`src/hdl/aes_sbox_pkg.sv`:
```
// ----------------------------------------------------------------------------
// AES-style S-box package
// Shared types, codes and the GF(2^8) helper functions for the substitution box.
// ----------------------------------------------------------------------------
package aes_sbox_pkg;

	// One byte of data.
	typedef logic [7:0] byte_t;

	// Substitution direction carried with each word.
	typedef enum logic {
		MODE_FWD = 1'b0,
		MODE_INV = 1'b1
	} mode_t;

	// Low byte of the field polynomial x^8+x^4+x^3+x+1.
	localparam byte_t GF_POLY_LOW = 8'h1B;

	// Affine constant after reset, as in the standard cipher.
	localparam byte_t AFFINE_RESET = 8'h63;

	// Number of byte values, and the exponent that gives the inverse.
	localparam int BYTE_VALUES = 256;
	localparam int INV_EXPONENT = 254;

	// Inverse table: entry a holds a^-1, with zero mapped to zero.
	typedef logic [BYTE_VALUES-1:0][7:0] inv_table_t;

	// Carry-less multiply modulo the field polynomial.
	function automatic byte_t gf_mul(input byte_t a_in, input byte_t b_in);
		byte_t acc;
		byte_t a;
		byte_t b;
		acc = '0;
		a = a_in;
		b = b_in;
		for (int i = 0; i < 8; i++) begin
			if (b[0]) begin
				acc = acc ^ a;
			end
			if (a[7]) begin
				a = {a[6:0], 1'b0} ^ GF_POLY_LOW;
			end else begin
				a = {a[6:0], 1'b0};
			end
			b = {1'b0, b[7:1]};
		end
		return acc;
	endfunction

	// Builds the inverse table at elaboration by raising each byte to 254.
	function automatic inv_table_t build_inv_table();
		inv_table_t tbl;
		byte_t res;
		byte_t base;
		int e;
		for (int a = 0; a < BYTE_VALUES; a++) begin
			res = 8'h01;
			base = byte_t'(a);
			e = INV_EXPONENT;
			while (e != 0) begin
				if ((e % 2) == 1) begin
					res = gf_mul(res, base);
				end
				base = gf_mul(base, base);
				e = e / 2;
			end
			tbl[a] = res;
		end
		return tbl;
	endfunction

	localparam inv_table_t INV_TABLE = build_inv_table();

	// Rotate a byte left by a fixed amount.
	function automatic byte_t rotl8(input byte_t v, input int n);
		return byte_t'((v << n) | (v >> (8 - n)));
	endfunction

	// Linear part of the forward affine map.
	function automatic byte_t affine_fwd(input byte_t b);
		return b ^ rotl8(b, 1) ^ rotl8(b, 2) ^ rotl8(b, 3) ^ rotl8(b, 4);
	endfunction

	// Linear part of the inverse affine map.
	function automatic byte_t affine_inv(input byte_t s);
		return rotl8(s, 1) ^ rotl8(s, 3) ^ rotl8(s, 6);
	endfunction

endpackage

```
`src/hdl/aes_sbox_if.sv`:
```
// ----------------------------------------------------------------------------
// AES-style S-box channel interfaces
// Valid/ready channels for request words, result words and configuration.
// ----------------------------------------------------------------------------

// Request channel: direction and byte to substitute.
interface aes_sbox_req_if;
	logic                valid;
	logic                ready;
	logic                mode;
	aes_sbox_pkg::byte_t data_in;

	modport source (output valid, output mode, output data_in, input ready);
	modport sink   (input valid, input mode, input data_in, output ready);
endinterface

// Result channel: substituted byte.
interface aes_sbox_rsp_if;
	logic                valid;
	logic                ready;
	aes_sbox_pkg::byte_t data_out;

	modport source (output valid, output data_out, input ready);
	modport sink   (input valid, input data_out, output ready);
endinterface

// Configuration channel: new affine constant.
interface aes_sbox_cfg_if;
	logic                valid;
	logic                ready;
	aes_sbox_pkg::byte_t affine_constant;

	modport source (output valid, output affine_constant, input ready);
	modport sink   (input valid, input affine_constant, output ready);
endinterface

```
`src/hdl/aes_sbox_core.sv`:
```
// ----------------------------------------------------------------------------
// AES-style S-box datapath
// Forward or inverse substitution of one byte with one shared inverse table.
// ----------------------------------------------------------------------------
module aes_sbox_core (
	input  aes_sbox_pkg::mode_t mode,
	input  aes_sbox_pkg::byte_t data_in,
	input  aes_sbox_pkg::byte_t affine_constant,
	output aes_sbox_pkg::byte_t data_out
);

	aes_sbox_pkg::byte_t inv_addr;
	aes_sbox_pkg::byte_t inv_data;

	// The inverse direction undoes the affine map first, then inverts.
	always_comb begin
		if (mode == aes_sbox_pkg::MODE_INV) begin
			inv_addr = aes_sbox_pkg::affine_inv(data_in ^ affine_constant);
		end else begin
			inv_addr = data_in;
		end
	end

	// Field inverse from the constant table.
	assign inv_data = aes_sbox_pkg::INV_TABLE[inv_addr];

	// The forward direction applies the affine map after the inverse.
	always_comb begin
		if (mode == aes_sbox_pkg::MODE_INV) begin
			data_out = inv_data;
		end else begin
			data_out = aes_sbox_pkg::affine_fwd(inv_data) ^ affine_constant;
		end
	end

endmodule

```
`src/hdl/aes_sbox_configurable_constant.sv`:
```
// ----------------------------------------------------------------------------
// AES-style S-box with configurable affine constant
// Substitutes one byte per cycle while rsp is ready, forward or inverse, through two registers.
// ----------------------------------------------------------------------------
//
//   Channel  Direction  Payload
//   -------  ---------  ---------------------------------------
//   req      in         mode (1 bit), data_in (8 bits)
//   rsp      out        data_out (8 bits)
//   cfg      in         affine_constant (8 bits), always ready
//
// A word is taken into the input register, substituted by one table lookup
// with the affine logic around it, and held in the result register. One
// word per cycle is sustained while rsp is ready. Reset clears both
// valid flags and loads the affine constant with 0x63. A stalled result
// holds its register; the input register still moves into an empty result
// slot, so the request side keeps flowing until both stages are full.
//
module aes_sbox_configurable_constant (
	input logic             clk,
	input logic             arst_n,
	aes_sbox_req_if.sink    req,
	aes_sbox_rsp_if.source  rsp,
	aes_sbox_cfg_if.sink    cfg
);

	aes_sbox_pkg::byte_t affine_q;

	logic                valid_s1;
	aes_sbox_pkg::mode_t mode_s1;
	aes_sbox_pkg::byte_t data_s1;

	logic                valid_s2;
	aes_sbox_pkg::byte_t result_s2;

	aes_sbox_pkg::byte_t result_comb;
	logic                advance_s1;

	// Configuration register, written whenever a word is offered.
	assign cfg.ready = 1'b1;

	always_ff @(posedge clk or negedge arst_n) begin
		if (!arst_n) begin
			affine_q <= aes_sbox_pkg::AFFINE_RESET;
		end else if (cfg.valid) begin
			affine_q <= cfg.affine_constant;
		end
	end

	// Handshake flow between the two stages.
	assign advance_s1 = valid_s1 && (!valid_s2 || rsp.ready);
	assign req.ready  = !valid_s1 || advance_s1;

	// Input register.
	always_ff @(posedge clk or negedge arst_n) begin
		if (!arst_n) begin
			valid_s1 <= 1'b0;
		end else if (req.ready) begin
			valid_s1 <= req.valid;
		end
	end

	always_ff @(posedge clk) begin
		if (req.valid && req.ready) begin
			mode_s1 <= aes_sbox_pkg::mode_t'(req.mode);
			data_s1 <= req.data_in;
		end
	end

	// Substitution logic between the registers.
	aes_sbox_core u_core (
		.mode            (mode_s1),
		.data_in         (data_s1),
		.affine_constant (affine_q),
		.data_out        (result_comb)
	);

	// Result register.
	always_ff @(posedge clk or negedge arst_n) begin
		if (!arst_n) begin
			valid_s2 <= 1'b0;
		end else if (!valid_s2 || rsp.ready) begin
			valid_s2 <= valid_s1;
		end
	end

	always_ff @(posedge clk) begin
		if (advance_s1) begin
			result_s2 <= result_comb;
		end
	end

	assign rsp.valid    = valid_s2;
	assign rsp.data_out = result_s2;

endmodule
```
`src/flat_wrapper.sv`:
```
// flat-port wrapper written by rule: the top's interface ports become plain ports
module aes_sbox_configurable_constant_flat 
  (clk, arst_n, req_valid, req_mode, req_data_in, req_ready, rsp_valid, rsp_data_out, rsp_ready, cfg_valid, cfg_affine_constant, cfg_ready);
  aes_sbox_req_if req_i ();
  aes_sbox_rsp_if rsp_i ();
  aes_sbox_cfg_if cfg_i ();
  input logic clk;
  input logic arst_n;
  input wire logic [$bits(req_i.valid)-1:0] req_valid;
  input wire logic [$bits(req_i.mode)-1:0] req_mode;
  input wire logic [$bits(req_i.data_in)-1:0] req_data_in;
  output wire logic [$bits(req_i.ready)-1:0] req_ready;
  output wire logic [$bits(rsp_i.valid)-1:0] rsp_valid;
  output wire logic [$bits(rsp_i.data_out)-1:0] rsp_data_out;
  input wire logic [$bits(rsp_i.ready)-1:0] rsp_ready;
  input wire logic [$bits(cfg_i.valid)-1:0] cfg_valid;
  input wire logic [$bits(cfg_i.affine_constant)-1:0] cfg_affine_constant;
  output wire logic [$bits(cfg_i.ready)-1:0] cfg_ready;
  assign req_i.valid = req_valid;
  assign req_i.mode = req_mode;
  assign req_i.data_in = req_data_in;
  assign req_ready = req_i.ready;
  assign rsp_valid = rsp_i.valid;
  assign rsp_data_out = rsp_i.data_out;
  assign rsp_i.ready = rsp_ready;
  assign cfg_i.valid = cfg_valid;
  assign cfg_i.affine_constant = cfg_affine_constant;
  assign cfg_ready = cfg_i.ready;
  aes_sbox_configurable_constant u_core (.clk(clk), .arst_n(arst_n), .req(req_i), .rsp(rsp_i), .cfg(cfg_i));
endmodule
```
`config.mk`:
```
export PLATFORM = sky130hd
export DESIGN_NAME = aes_sbox_configurable_constant_flat
export DESIGN_NICKNAME = d
export VERILOG_FILES = /design/src/hdl/aes_sbox_pkg.sv /design/src/hdl/aes_sbox_if.sv /design/src/hdl/aes_sbox_core.sv /design/src/hdl/aes_sbox_configurable_constant.sv /design/src/flat_wrapper.sv
export SDC_FILE = /design/constraint.sdc
export NUM_CORES = 1
export LEC_CHECK = 0
export ABC_AREA = 1
export BUFFER_PORTS_ARGS = -buffer_cell sky130_fd_sc_hd__buf_2
export CAP_MARGIN = 10
export CORE_ASPECT_RATIO = 1.75
export CORE_MARGIN = 10
export CORE_UTILIZATION = 63
export DETAILED_ROUTE_END_ITERATION = 8
export PLACE_DENSITY_LB_ADDON = 0.2
export SLEW_MARGIN = 10
export SYNTH_ARGS = -nofsm -noshare
export SYNTH_HDL_FRONTEND = slang
export SYNTH_SLANG_ARGS = --single-unit
```
`constraint.sdc`:
```
create_clock -name clk -period 9.1 [get_ports clk]
set_input_delay 0.91 -clock clk [delete_from_list [all_inputs] [get_ports clk]]
set_output_delay 0.91 -clock clk [all_outputs]
set_load 0.005 [all_outputs]
```
; Word-level counts from Yosys, hierarchy flattened
; Memories as Yosys holds them, arrays and structs flattened.
; Cells that the tools add are included.
; W data, S select, Z words.
[totals]
rom_bits = 2048
register_bits = 27
mem_count = 1
wordCells = 32
[op_classes]
muxes = 3
bitwise_logic = 15
n_lt_le_gt_ge = 1
n_reduce_logical = 6
[memory_table]
columns = name, words, width, rd, rd_clocked_by_memory_dff, write_ports, line
row1 = (name not given), 256, 8, 1, 0, 0, aes_sbox_core.sv:25  ; assign inv_data = aes_sbox_pkg::INV_TABLE[inv_addr];
[ops]
columns = op, count
row1 = $xor A8 B8 Y8, 8
row2 = $mux W8, 3
row3 = $or A8 B1 Y8, 2
row4 = $or A8 B3 Y8, 2
row5 = $lt A8 B9 Y1 const B, 1
row6 = $or A8 B2 Y8, 1
row7 = $or A8 B4 Y8, 1
row8 = $or A8 B6 Y8, 1
row9 = $logic_and A1 B1 Y1, 2
row10 = $logic_not A1 Y1, 2
row11 = $logic_or A1 B1 Y1, 2

; Depth between registers and ports, before layout
; Gate-level depths: netlist of run 1.
[logic_depth]
depth_word = 14
ltp_mapped = 30

; Hierarchy
; Synthesis of run 1 repeated with hierarchy kept, for this count alone.
[hier_totals]
hier_cells = 949
hier_area_um2 = 5217.5
[modules_own_cells]
columns = mod, instances, area_per_inst_um2, cells_each
row1 = aes_sbox_core, 1, 4289.1, 885
row2 = aes_sbox_configurable_constant, 1, 928.4, 64

; Worst setup path before layout of run 1
; Ideal clock, no wire load.
[synth_path]
path_kind = register -> register
startpoint = register u_core.affine_q[0]
endpoint = register u_core.result_s2[0], in the netlist u_core.rsp.data_out[0], data pin
setup_ps = 249
stages_incl_launch_ff = 28
n_path_buf = 0
arrival_ps = 3049
path_slack_ps = 5802
path_cell_list = dfstp_2 -> inv_2 -> nand2_1 -> nand2_1 -> nand2_1 -> nand2_1 -> nand2_1 -> nand3_1 -> nand2_1 -> ha_1 -> ha_1 -> or2_2 -> nand3_1 -> nand2_1 -> nand2_1 -> nand3_1 -> nand2_1 -> nand2_1 -> nand2_1 -> nand2_1 -> nand2_1 -> nand2_2 -> nand2_2 -> nand2_1 -> nand3_1 -> nand2_1 -> nand2_1 -> inv_1
[synth_via]
elab_chain_len = 14
elab_cells_between_ends = 19
cone_classes = mux: 3 / bitwise: 15 / memory: 1
[synth_rtl]
columns = item, line
row1 = from (decl), aes_sbox_configurable_constant.sv:27  ; aes_sbox_pkg::byte_t affine_q;
row2 = from (signal assigned), aes_sbox_configurable_constant.sv:44  ; affine_q <= aes_sbox_pkg::AFFINE_RESET;
row3 = from (signal assigned), aes_sbox_configurable_constant.sv:46  ; affine_q <= cfg.affine_constant;
row4 = $xor A8 B8 Y8, aes_sbox_core.sv:18  ; inv_addr = aes_sbox_pkg::affine_inv(data_in ^ affine_constant);
row5 = $or A8 B1 Y8 / $or A8 B3 Y8 (equally long branches), aes_sbox_pkg.sv:77  ; return byte_t'((v << n) | (v >> (8 - n)));
row6 = $xor A8 B8 Y8 (2 in series), aes_sbox_pkg.sv:87  ; return rotl8(s, 1) ^ rotl8(s, 3) ^ rotl8(s, 6);
row7 = $mux W8, aes_sbox_core.sv:17  ; if (mode == aes_sbox_pkg::MODE_INV) begin
row8 = $mem_v2 Z256 W8, n/a
row9 = $mux W8 (not written as such), aes_sbox_core.sv:25
row10 = $or A8 B1 Y8, aes_sbox_pkg.sv:77
row11 = $xor A8 B8 Y8 (4 in series), aes_sbox_pkg.sv:82  ; return b ^ rotl8(b, 1) ^ rotl8(b, 2) ^ rotl8(b, 3) ^ rotl8(b, 4);
row12 = $xor A8 B8 Y8, aes_sbox_core.sv:32  ; data_out = aes_sbox_pkg::affine_fwd(inv_data) ^ affine_constant;
row13 = $mux W8 (*), aes_sbox_core.sv:29  ; if (mode == aes_sbox_pkg::MODE_INV) begin
row14 = via u_core.result_comb[0], aes_sbox_configurable_constant.sv:36  ; aes_sbox_pkg::byte_t result_comb;
row15 = to (signal assigned), aes_sbox_configurable_constant.sv:89  ; result_s2 <= result_comb;
row16 = to (decl), aes_sbox_configurable_constant.sv:34  ; aes_sbox_pkg::byte_t result_s2;
; The timed path passes the listed nets; every way through them passes the cells marked *. The select of a mux whose other input is x is not followed.
; A chain may end at the register's enable or synchronous reset.

; Worst setup path in the final report of run 1
[layout_path]
startpoint = register u_core.mode_s1
endpoint = register u_core.result_s2[6], in the netlist u_core.rsp.data_out[6], data pin
[layout_via]
elab_chain_len = 10
elab_cells_between_ends = 13
cone_classes = mux: 3 / bitwise: 9 / memory: 1
[layout_rtl]
columns = item, line
row1 = from (decl), aes_sbox_configurable_constant.sv:30  ; aes_sbox_pkg::mode_t mode_s1;
row2 = from (signal assigned), aes_sbox_configurable_constant.sv:65  ; mode_s1 <= aes_sbox_pkg::mode_t'(req.mode);
row3 = $mux W8, aes_sbox_core.sv:17
row4 = $mem_v2 Z256 W8, n/a
row5 = $mux W8 (not written as such), aes_sbox_core.sv:25
row6 = $or A8 B1 Y8, aes_sbox_pkg.sv:77
row7 = $xor A8 B8 Y8 (4 in series), aes_sbox_pkg.sv:82
row8 = $xor A8 B8 Y8, aes_sbox_core.sv:32
row9 = $mux W8 (*), aes_sbox_core.sv:29
row10 = via u_core.result_comb[6], aes_sbox_configurable_constant.sv:36
; Marked as above.

==> results of run 1 <==
==> per-layer routing <==
| metal | track usage | vias to the layer above | wire, um |
|---|---|---|---|
| met4 | 0.338 | 2 | 2800 |
| met3 | 0.146 | 200 | 3480 |
| li1 | - | 3154 | - |
| met1 | 0.392 | 3039 | 7210 |
| met2 | 0.587 | 606 | 10600 |
| met5 | 0 | - | 19 |
==> through the flow <==
stage	utilization	hold slack, ns	worst slack [ns]	cell area, um2	cells
6_report	0.651	0.504	4.18	5370	1047
5_1_grt	0.651	0.518	3.97	5370	1047
4_1_cts	0.651	0.507	4.72	5370	1047
3_5_place_dp	0.641	0.495	4.76	5290	1043
3_3_place_gp	0.641	0.480	4.71	5290	1043
2_1_floorplan	-	0.447	5.80	5300	965
==> logic make-up after synthesis <==
kind of cell             Yosys count  share of synthesized area
adder cells (fa/ha/maj)           22                     0.0562
flip-flops                        27                      0.144
AND/OR/NAND/NOR                  744                      0.626
XOR/XNOR                           7                     0.0116
buffers and inverters            116                      0.110
AO/OA/AOI/OAI                     48                     0.0503
other                              1                   0.000707
==> worst max path at each step <==
| stage | from | to |
|---|---|---|
| 6_report | u_core.mode_s1$_DFFE_PP_ | u_core.rsp.data_out[6]$_DFFE_PP_ |
| 5_1_grt | u_core.mode_s1$_DFFE_PP_ | u_core.rsp.data_out[6]$_DFFE_PP_ |
| 4_1_cts | u_core.affine_q[2]$_DFFE_PN0P_ | u_core.rsp.data_out[6]$_DFFE_PP_ |
| 3_5_place_dp | u_core.affine_q[2]$_DFFE_PN0P_ | u_core.rsp.data_out[2]$_DFFE_PP_ |
| 3_3_place_gp | u_core.affine_q[2]$_DFFE_PN0P_ | u_core.rsp.data_out[6]$_DFFE_PP_ |
| 2_1_floorplan | u_core.affine_q[0]$_DFFE_PN1P_ | u_core.rsp.data_out[0]$_DFFE_PP_ |
==> sequential cells by signal (all words and copies together) (netlist names) <==
name                 flops
u_core.rsp.data_out      8
u_core.rsp.valid         1
u_core.valid_s1          1
u_core.affine_q          8
u_core.data_s1           8
u_core.mode_s1           1
==> layout make-up <==
type                       instances  area (um2)  area share
clock inverter                     1        5.00    0.000931
multi-input combinational        822        3970       0.738
clock buffer                       3        75.1      0.0140
timing repair buffer              38         208      0.0386
sequential                        27         766       0.142
inverter                          64         240      0.0447
tap                               92         115      0.0214
==> report_power, final <==
group	switching (mW)	internal, mW	leakage [nW]
logic	0.646	0.248	2.59
clock network	0.0404	0.0593	0.0409
registers	0.0119	0.159	0.276
==> layout by cell type, fill, tap and decap left out <==
cell type and count:
nand2_1 371, nand3_1 289, inv_1 48, nor2_1 41, buf_2 31, nand2_2 24
ha_1 19, a21oi_1 18, edfxtp_1 17, inv_2 15, o21ai_0 15, o21ai_1 9
buf_4 7, xor2_1 6, dfrtp_1 6, nand3_2 4, nand4_1 4, dfstp_2 4
nand2_4 3, nand3b_1 3, fa_1 3, clkbuf_16 3, a21oi_4 2, or2_2 2
nand3_4 1, xnor2_1 1, o21ai_2 1, o21ai_4 1, nand2_8 1, o21a_1 1
clkinv_1 1, a31oi_1 1, or2_1 1, conb_1 1, clkinv_2 1
==> worst max-delay path: stages (launching register included) <==
cell	delay, ns
edfxtp_1	0.36
buf_4	0.26
inv_2	0.30
nand2_1	0.34
nand2_2	0.49
fa_1	0.50
o21ai_0	0.79
inv_1	0.19
nand2_1	0.13
nand3_1	0.08
nand3_1	0.09
nand3_1	0.12
nand2_1	0.23
inv_2	0.08
nand2_1	0.06
nand2_1	0.09
nand2_1	0.10
nand2_1	0.08
nand2_1	0.09
nand4_1	0.10
nand2_1	0.13
inv_1	0.05
==> run metrics, run 1 <==
crit path max fanout=24; Num CTS Buffers=3; CTS sink cnt=27; pwr dens=217 nW/um2; Slew Viols, Final=0; routability-driven placement congestion ratio=1.14; Core ar.=roughly 8300 um2; die width=89.3 um; Starting Density=0.642; # hold bufs at CTS=0; port bufs=31; asr flop ratio synth=0.370; Synth Cell Area=5300 um2; Max Cap Viol=0; # setup viols final=0; syn avg cell area=between 5 and 6 um2; Slew HR=0.335; cells after synthesis=965; R2R setup slack=4.18 ns; Die Height=141 um; Nets=1000; DRT iter0 DRCs=about 1300; Synth Register Bits=27; Synth warnings=0; worst path required time=approximately 9 ns; skew final=0.00543 ns; status=completed; Max IR drop VDD=between 0.0002 and 0.00025 V; Max clock buf depth=2; largest area contributor in the netlist=nand3_1; CTS root buffer=clkbuf_16; Slew @ Worst Pin=0.988 ns; Crit Reg-Reg Endpoint=u_core.rsp.data_out[6]$_DFFE_PP_; H-Tree Depth=1; CP Launch Type=flop; Tcrit/Tclk final=0.541; Seq/Total Area, Yosys=0.144; Synthesized Nets=1009; minimum clock period=4.92 ns; Synth top area share=0.273; Unique masters post-synth=37; vias in the first global route=6337; Post-Route Setup TNS=0 ns; largest net degree at the start of global routing=100; top_reg_cell synth=edfxtp_1; num rows=44; CTS tree=yes; post-DR wirelength/cell=approximately 23 um; hpwl dp=between 15000 and 20000 um; Fin. Hold Viols=0; drt drc=0; post-route ant nets=0; Top-Level Pins=33; TritonRoute pass-1 iters=7; RSZ-0062 raised after global routing=false; clk_lat worst skew=0.27 ns; ANT cells=0; top cells by count, synth=nand2_1 (371), nand3_1 (289), inv_1 (48), nor2_1 (41), nand2_2 (24); cell with the most instances after synthesis=nand2_1; CTS resizes=0; Vias=7001; Fmax=203 MHz; Area Overhead vs Synth=1.37%; first-pass GRT wire length=between 30000 and 40000 um; Worst Path Arrival=4.95 ns; grt ovf=0; dominant cells by area after synthesis=nand3_1 (27%), nand2_1 (26%), edfxtp_1 (9.6%); FF-to-FF Start=u_core.mode_s1$_DFFE_PP_; Crit Path Category=reg2reg; R2R depth=21; Static Leakage=2.90 nW; die area=approximately 13000 um2; via-per-instance ratio=6.69; crit path capture type=flop; Total Power=~1.2 mW; final-layout fill cell count=829; initial antenna violation count=1; Worst-path clk slew=0.07 ns; Post-synth EDFFs=17; share of cells above drive strength 1=0.105; Post-Route WL=24100 um; GRT Total Usage=0.384; total setup buffers inserted after CTS=0; Hold WC Path Type=in2async
No activity file was read; power rests on OpenSTA's default activity.
==> inputs of run 2 (changes only) <==
--- a/config.mk
+++ b/config.mk
@@ -5,12 +5,12 @@
 export SDC_FILE = /design/constraint.sdc
 export NUM_CORES = 1
 export LEC_CHECK = 0
-export ABC_AREA = 1
+export ABC_AREA = 0
 export BUFFER_PORTS_ARGS = -buffer_cell sky130_fd_sc_hd__buf_2
 export CAP_MARGIN = 10
 export CORE_ASPECT_RATIO = 1.75
 export CORE_MARGIN = 10
-export CORE_UTILIZATION = 63
+export CORE_UTILIZATION = 58
 export DETAILED_ROUTE_END_ITERATION = 8
 export PLACE_DENSITY_LB_ADDON = 0.2
 export SLEW_MARGIN = 10
==> constraint.sdc (replaced) <==
create_clock -name clk -period 4.24 [get_ports clk]
set_input_delay 0.424 -clock clk [delete_from_list [all_inputs] [get_ports clk]]
set_output_delay 0.424 -clock clk [all_outputs]
set_load 0.005 [all_outputs]
==> run 2 against run 1 <==
The flow now stops in global routing (5_1_grt). Area after synthesis rose by 9.0%. Synthesized cell count is 25% lower.
==> run metrics, run 2 <==
status=stopped before the end; Failed at=global routing (5_1_grt); Err=[ERROR GRT-0232] Routing congestion too high. Check the congestion heatmap in the GUI.; largest net degree at the start of global routing=41; Top-Level Pins=33 (unchanged); Synthesized Nets=765 (-24%); Post-synth EDFFs=17 (unchanged); port bufs=31 (unchanged); Synth Register Bits=27 (unchanged); fraction of the mapped netlist area in adder cells=0.0515 (-0.00465); asr flop ratio synth=0.370 (unchanged); largest area contributor in the netlist=edfxtp_1; cells after synthesis=721 (-25%); Starting Density=0.590 (-0.0516); Synth warnings=0 (unchanged); Seq/Total Area, Yosys=0.132 (-0.0119); CTS root buffer=clkbuf_16; main combinational cell family by area after synthesis=compound AO/OA/AOI/OAI gates; syn avg cell area=8.02 um2 (+46%); mux cell area share after synthesis=0.0368 (+0.0368); Unique masters post-synth=95 (+160%); Max clock buf depth=2 (unchanged); CTS sink cnt=27 (unchanged); routability-driven placement congestion ratio=1.46 (+28%); dominant cells by area after synthesis=edfxtp_1 (8.8%), xnor3_1 (4.7%), o211ai_1 (4.4%); top cells by count, synth=nor2_1 (62), nand2_1 (54), a21oi_1 (48), o21ai_0 (39), o211ai_1 (34); Synth top area share=0.0883 (-0.185); simple-gate share of the synthesized area=0.166 (-0.461); GRT Total Usage=0.608; xor/xnor cell area share of the yosys netlist=0.143 (+0.132); H-Tree Depth=1 (unchanged); Num CTS Buffers=3 (unchanged); top_reg_cell synth=edfxtp_1; hpwl dp=22700 um (+36%); cell with the most instances after synthesis=nor2_1; # hold bufs at CTS=0 (unchanged); post-synthesis compound-gate area fraction=0.398 (+0.348); num rows=48 (+9.1%); placed insts=984 (-5.7%); Die Height=152 um (+7.6%); Synth Cell Area=5780 um2 (+9.0%); die width=95.5 um (+6.8%); grt ovf=64
run 2: cell types whose count changed after synthesis, moves of 25 or more:
| cell | previous run | this run |
|---|---|---|
| nand2_1 | 371 | 54 |
| nand3_1 | 289 | 24 |
| inv_1 | 48 | 11 |
| o211ai_1 | 0 | 34 |
| a21oi_1 | 18 | 48 |
| nor3_1 | 0 | 27 |
| clkbuf_1 | 3 | 28 |
run 2: timing repair:
action / 4_1_cts
pin swaps: 22
setup endpoints to repair: 8
gates resized for setup: 39
buffers inserted: 12
run 2: kinds of logic after synthesis:
group                    after synthesis
AO/OA/AOI/OAI                        307
AND/OR/NAND/NOR                      208
buffers and inverters                 81
XOR/XNOR                              55
flip-flops                            27
adder cells (fa/ha/maj)               22
multiplexers                          20
other                                  1
run 2: routing by layer:
metal,GRT usage,GRT overflow
met1,0.604,0
met4,0.584,29
met5,0,0
met2,0.773,35
met3,0.463,0
run 2: stage by stage:
step	worst slack, ns	cell area [um2]	utilization	hold slack, ns
2_1_floorplan	-0.0511	5910	-	0.128
3_3_place_gp	-0.292	7250	0.741	0.298
3_5_place_dp	-0.398	7250	0.741	0.301
4_1_cts	-0.0249	7600	0.776	0.0134
==> inputs of run 3 (changes only) <==
--- a/config.mk
+++ b/config.mk
@@ -8,11 +8,10 @@
 export ABC_AREA = 0
 export BUFFER_PORTS_ARGS = -buffer_cell sky130_fd_sc_hd__buf_2
 export CAP_MARGIN = 10
-export CORE_ASPECT_RATIO = 1.75
 export CORE_MARGIN = 10
-export CORE_UTILIZATION = 58
+export CORE_UTILIZATION = 40
 export DETAILED_ROUTE_END_ITERATION = 8
-export PLACE_DENSITY_LB_ADDON = 0.2
+export PLACE_DENSITY_LB_ADDON = 0.15
 export SLEW_MARGIN = 10
 export SYNTH_ARGS = -nofsm -noshare
 export SYNTH_HDL_FRONTEND = slang
==> constraint.sdc (replaced) <==
create_clock -name clk -period 5.5 [get_ports clk]
set_input_delay 0.55 -clock clk [delete_from_list [all_inputs] [get_ports clk]]
set_output_delay 0.55 -clock clk [all_outputs]
set_load 0.005 [all_outputs]
==> run 3 against run 2 <==
Synthesized cell count is the same. The flow now finishes without violations. Area after synthesis is the same.
==> run metrics, run 3 <==
Nets=797; Synth warnings=0 (unchanged); dominant cells by area after synthesis=edfxtp_1 (8.8%), xnor3_1 (4.7%), o211ai_1 (4.4%); Seq/Total Area, Yosys=0.132 (unchanged); Max Cap Viol=0; num rows=43 (-10%); Max IR drop VDD=about 0.00028 V; H-Tree Depth=1 (unchanged); die area=19700 um2; Worst Path Arrival=about 5.3 ns; top cells by count, synth=nor2_1 (62), nand2_1 (54), a21oi_1 (48), o21ai_0 (39), o211ai_1 (34); Area Overhead vs Synth=10.9%; fraction of the mapped netlist area in adder cells=0.0515 (unchanged); # hold bufs at CTS=0 (unchanged); syn avg cell area=8.02 um2 (unchanged); Static Leakage=2.43 nW; RSZ-0062 raised after global routing=false; status=completed; fin area=around 6400 um2; largest area contributor in the netlist=edfxtp_1; die width=140 um (+47%); post-synthesis compound-gate area fraction=0.398 (unchanged); minimum clock period=around 5.3 ns; Tcrit/Tclk final=0.963; ANT cells=0; # setup viols final=0; most frequent cells in the layout=nor2_1 (62), buf_4 (58), nand2_1 (54); register area=766 um2; DRT iter0 DRCs=1748; main combinational cell family by area after synthesis=compound AO/OA/AOI/OAI gates; routability-driven placement congestion ratio=1.13 (-22%); Core ar.=14000 um2; share of cells above drive strength 1=0.205; FF-to-FF Start=u_core.data_s1[2]$_DFFE_PP_; Num CTS Buffers=3 (unchanged); R2R depth=16; post-route ant nets=0; CTS sink cnt=27 (unchanged); Hold WC Path Type=in2async; final-layout fill cell count=1392; Slew @ Worst Pin=1.15 ns; pwr dens=546 nW/um2; Top-Level Pins=33 (unchanged); CTS root buffer=clkbuf_16; worst path required time=roughly 5.5 ns; vias in the first global route=6488; clk_lat worst skew=around 0.28 ns; Worst-path clk slew=about 0.07 ns; Synth top area share=0.0883 (unchanged); Post-synth EDFFs=17 (unchanged); Synth Register Bits=27 (unchanged); Crit Reg-Reg Endpoint=u_core.rsp.data_out[0]$_DFFE_PP_; crit path max fanout=13; Crit Path Category=reg2reg; Vias=7131; GRT Total Usage=0.286; TritonRoute pass-1 iters=6; skew final=0.00735 ns; Fmax=189 MHz; grt ovf=0; first-pass GRT wire length=43700 um; area of the multi-input gates=4620 um2; drt drc=0; Synth Cell Area=5780 um2 (unchanged); CTS tree=yes; hold_ws=0.117 ns; hpwl dp=22100 um (-2.6%); simple-gate share of the synthesized area=0.166 (unchanged); Post-Route WL=approximately 30000 um; top_reg_cell synth=edfxtp_1; Unique masters post-synth=95 (unchanged); Critical path origin=u_core.data_s1[2]$_DFFE_PP_; Die Height=140 um (-7.8%); CP Launch Type=flop; Max clock buf depth=2 (unchanged); Fin. Hold Viols=0; asr flop ratio synth=0.370 (unchanged); crit path capture type=flop; initial antenna violation count=0; largest net degree at the start of global routing=38; R2R setup slack=roughly 0.2 ns; Synthesized Nets=765 (unchanged); via-per-instance ratio=around 7.7; Post-Route Setup TNS=0 ns; commonest non-fill, non-tap cell in the layout=nor2_1; Final Non-Filler Cells=between 900 and 1000; Slew HR=0.233; port bufs=31 (unchanged); cell with the most instances after synthesis=nor2_1; Starting Density=0.412 (-0.179); mux cell area share after synthesis=0.0368 (unchanged); post-DR wirelength/cell=32.1 um; placed insts=928 (-5.7%); DP Area=6320 um2 (-13%); xor/xnor cell area share of the yosys netlist=0.143 (unchanged); cells after synthesis=721 (unchanged); Slew Viols, Final=0
==> run 3: cell counts after synthesis <==
Identical to the previous run, type by type.
==> run 3: metal layers <==
metal,share of wire,global-route usage
met1,0.38,0.379
met2,0.40,0.396
met3,0.16,0.103
met4,0.062,0.146
met5,0,0
==> run 3: kinds of logic after synthesis <==
kind of cell	count (synthesis)
other	1
AO/OA/AOI/OAI	307
XOR/XNOR	55
AND/OR/NAND/NOR	208
flip-flops	27
buffers and inverters	81
adder cells (fa/ha/maj)	22
multiplexers	20
==> run 3: area by class of cell <==
class	count	share of cell area
Multi-Input combinational cell	613	0.722
Sequential cell	27	0.119
Timing Repair Buffer	92	0.102
Tap cell	180	0.0351
Clock buffer	3	0.0117
Inverter	16	0.00957
Clock inverter	1	0.000976
==> run 3: worst max-delay path by stage <==
stage	cells after the start	slack, ns	to
floorplan	16	0.23	u_core.rsp.data_out[0]$_DFFE_PP_
finish	16	0.20	u_core.rsp.data_out[0]$_DFFE_PP_
global route	16	0.11	u_core.rsp.data_out[0]$_DFFE_PP_
global placement	15	0.27	u_core.rsp.data_out[4]$_DFFE_PP_
detailed placement	16	0.40	u_core.rsp.data_out[0]$_DFFE_PP_
CTS	16	0.39	u_core.rsp.data_out[0]$_DFFE_PP_
==> run 3: power breakdown <==
group / switching, mW / internal [mW]
clock network: 0.0769 / 0.0996
logic: 1.89 / 1.09
registers: 0.0334 / 0.305
total: 2.00 / 1.50
==> run 3: what timing repair did <==
action | CTS | global route
endpoints found under the setup margin | 0 | 4
resized for setup | 0 | 1
setup buffers | 0 | 0
hold endpoints to repair | 0 | 0
==> run 3: critical path, stage by stage, from the launching register on <==
cell      delay (ns)
edfxtp_1        0.66
xnor2_4         0.42
xnor3_1         0.44
mux2i_1         0.21
buf_4           0.22
ha_1            0.26
ha_1            0.45
inv_1           0.23
a21oi_1         0.20
a211oi_1        0.08
a311oi_1        0.43
o32a_1          0.30
o31a_1          0.30
xnor2_1         0.24
xor3_1          0.39
nor2_1          0.12
xor2_1          0.07
==> run 3: per-stage QoR <==
stage | utilization | power [mW] | worst slack, ns
2_1_floorplan | - | 2.22 | 0.235
3_3_place_gp | 0.450 | 3.17 | 0.271
4_1_cts | 0.456 | 3.33 | 0.387
6_report | 0.456 | 3.50 | 0.202
3_5_place_dp | 0.450 | 3.14 | 0.404
5_1_grt | 0.456 | 3.60 | 0.106
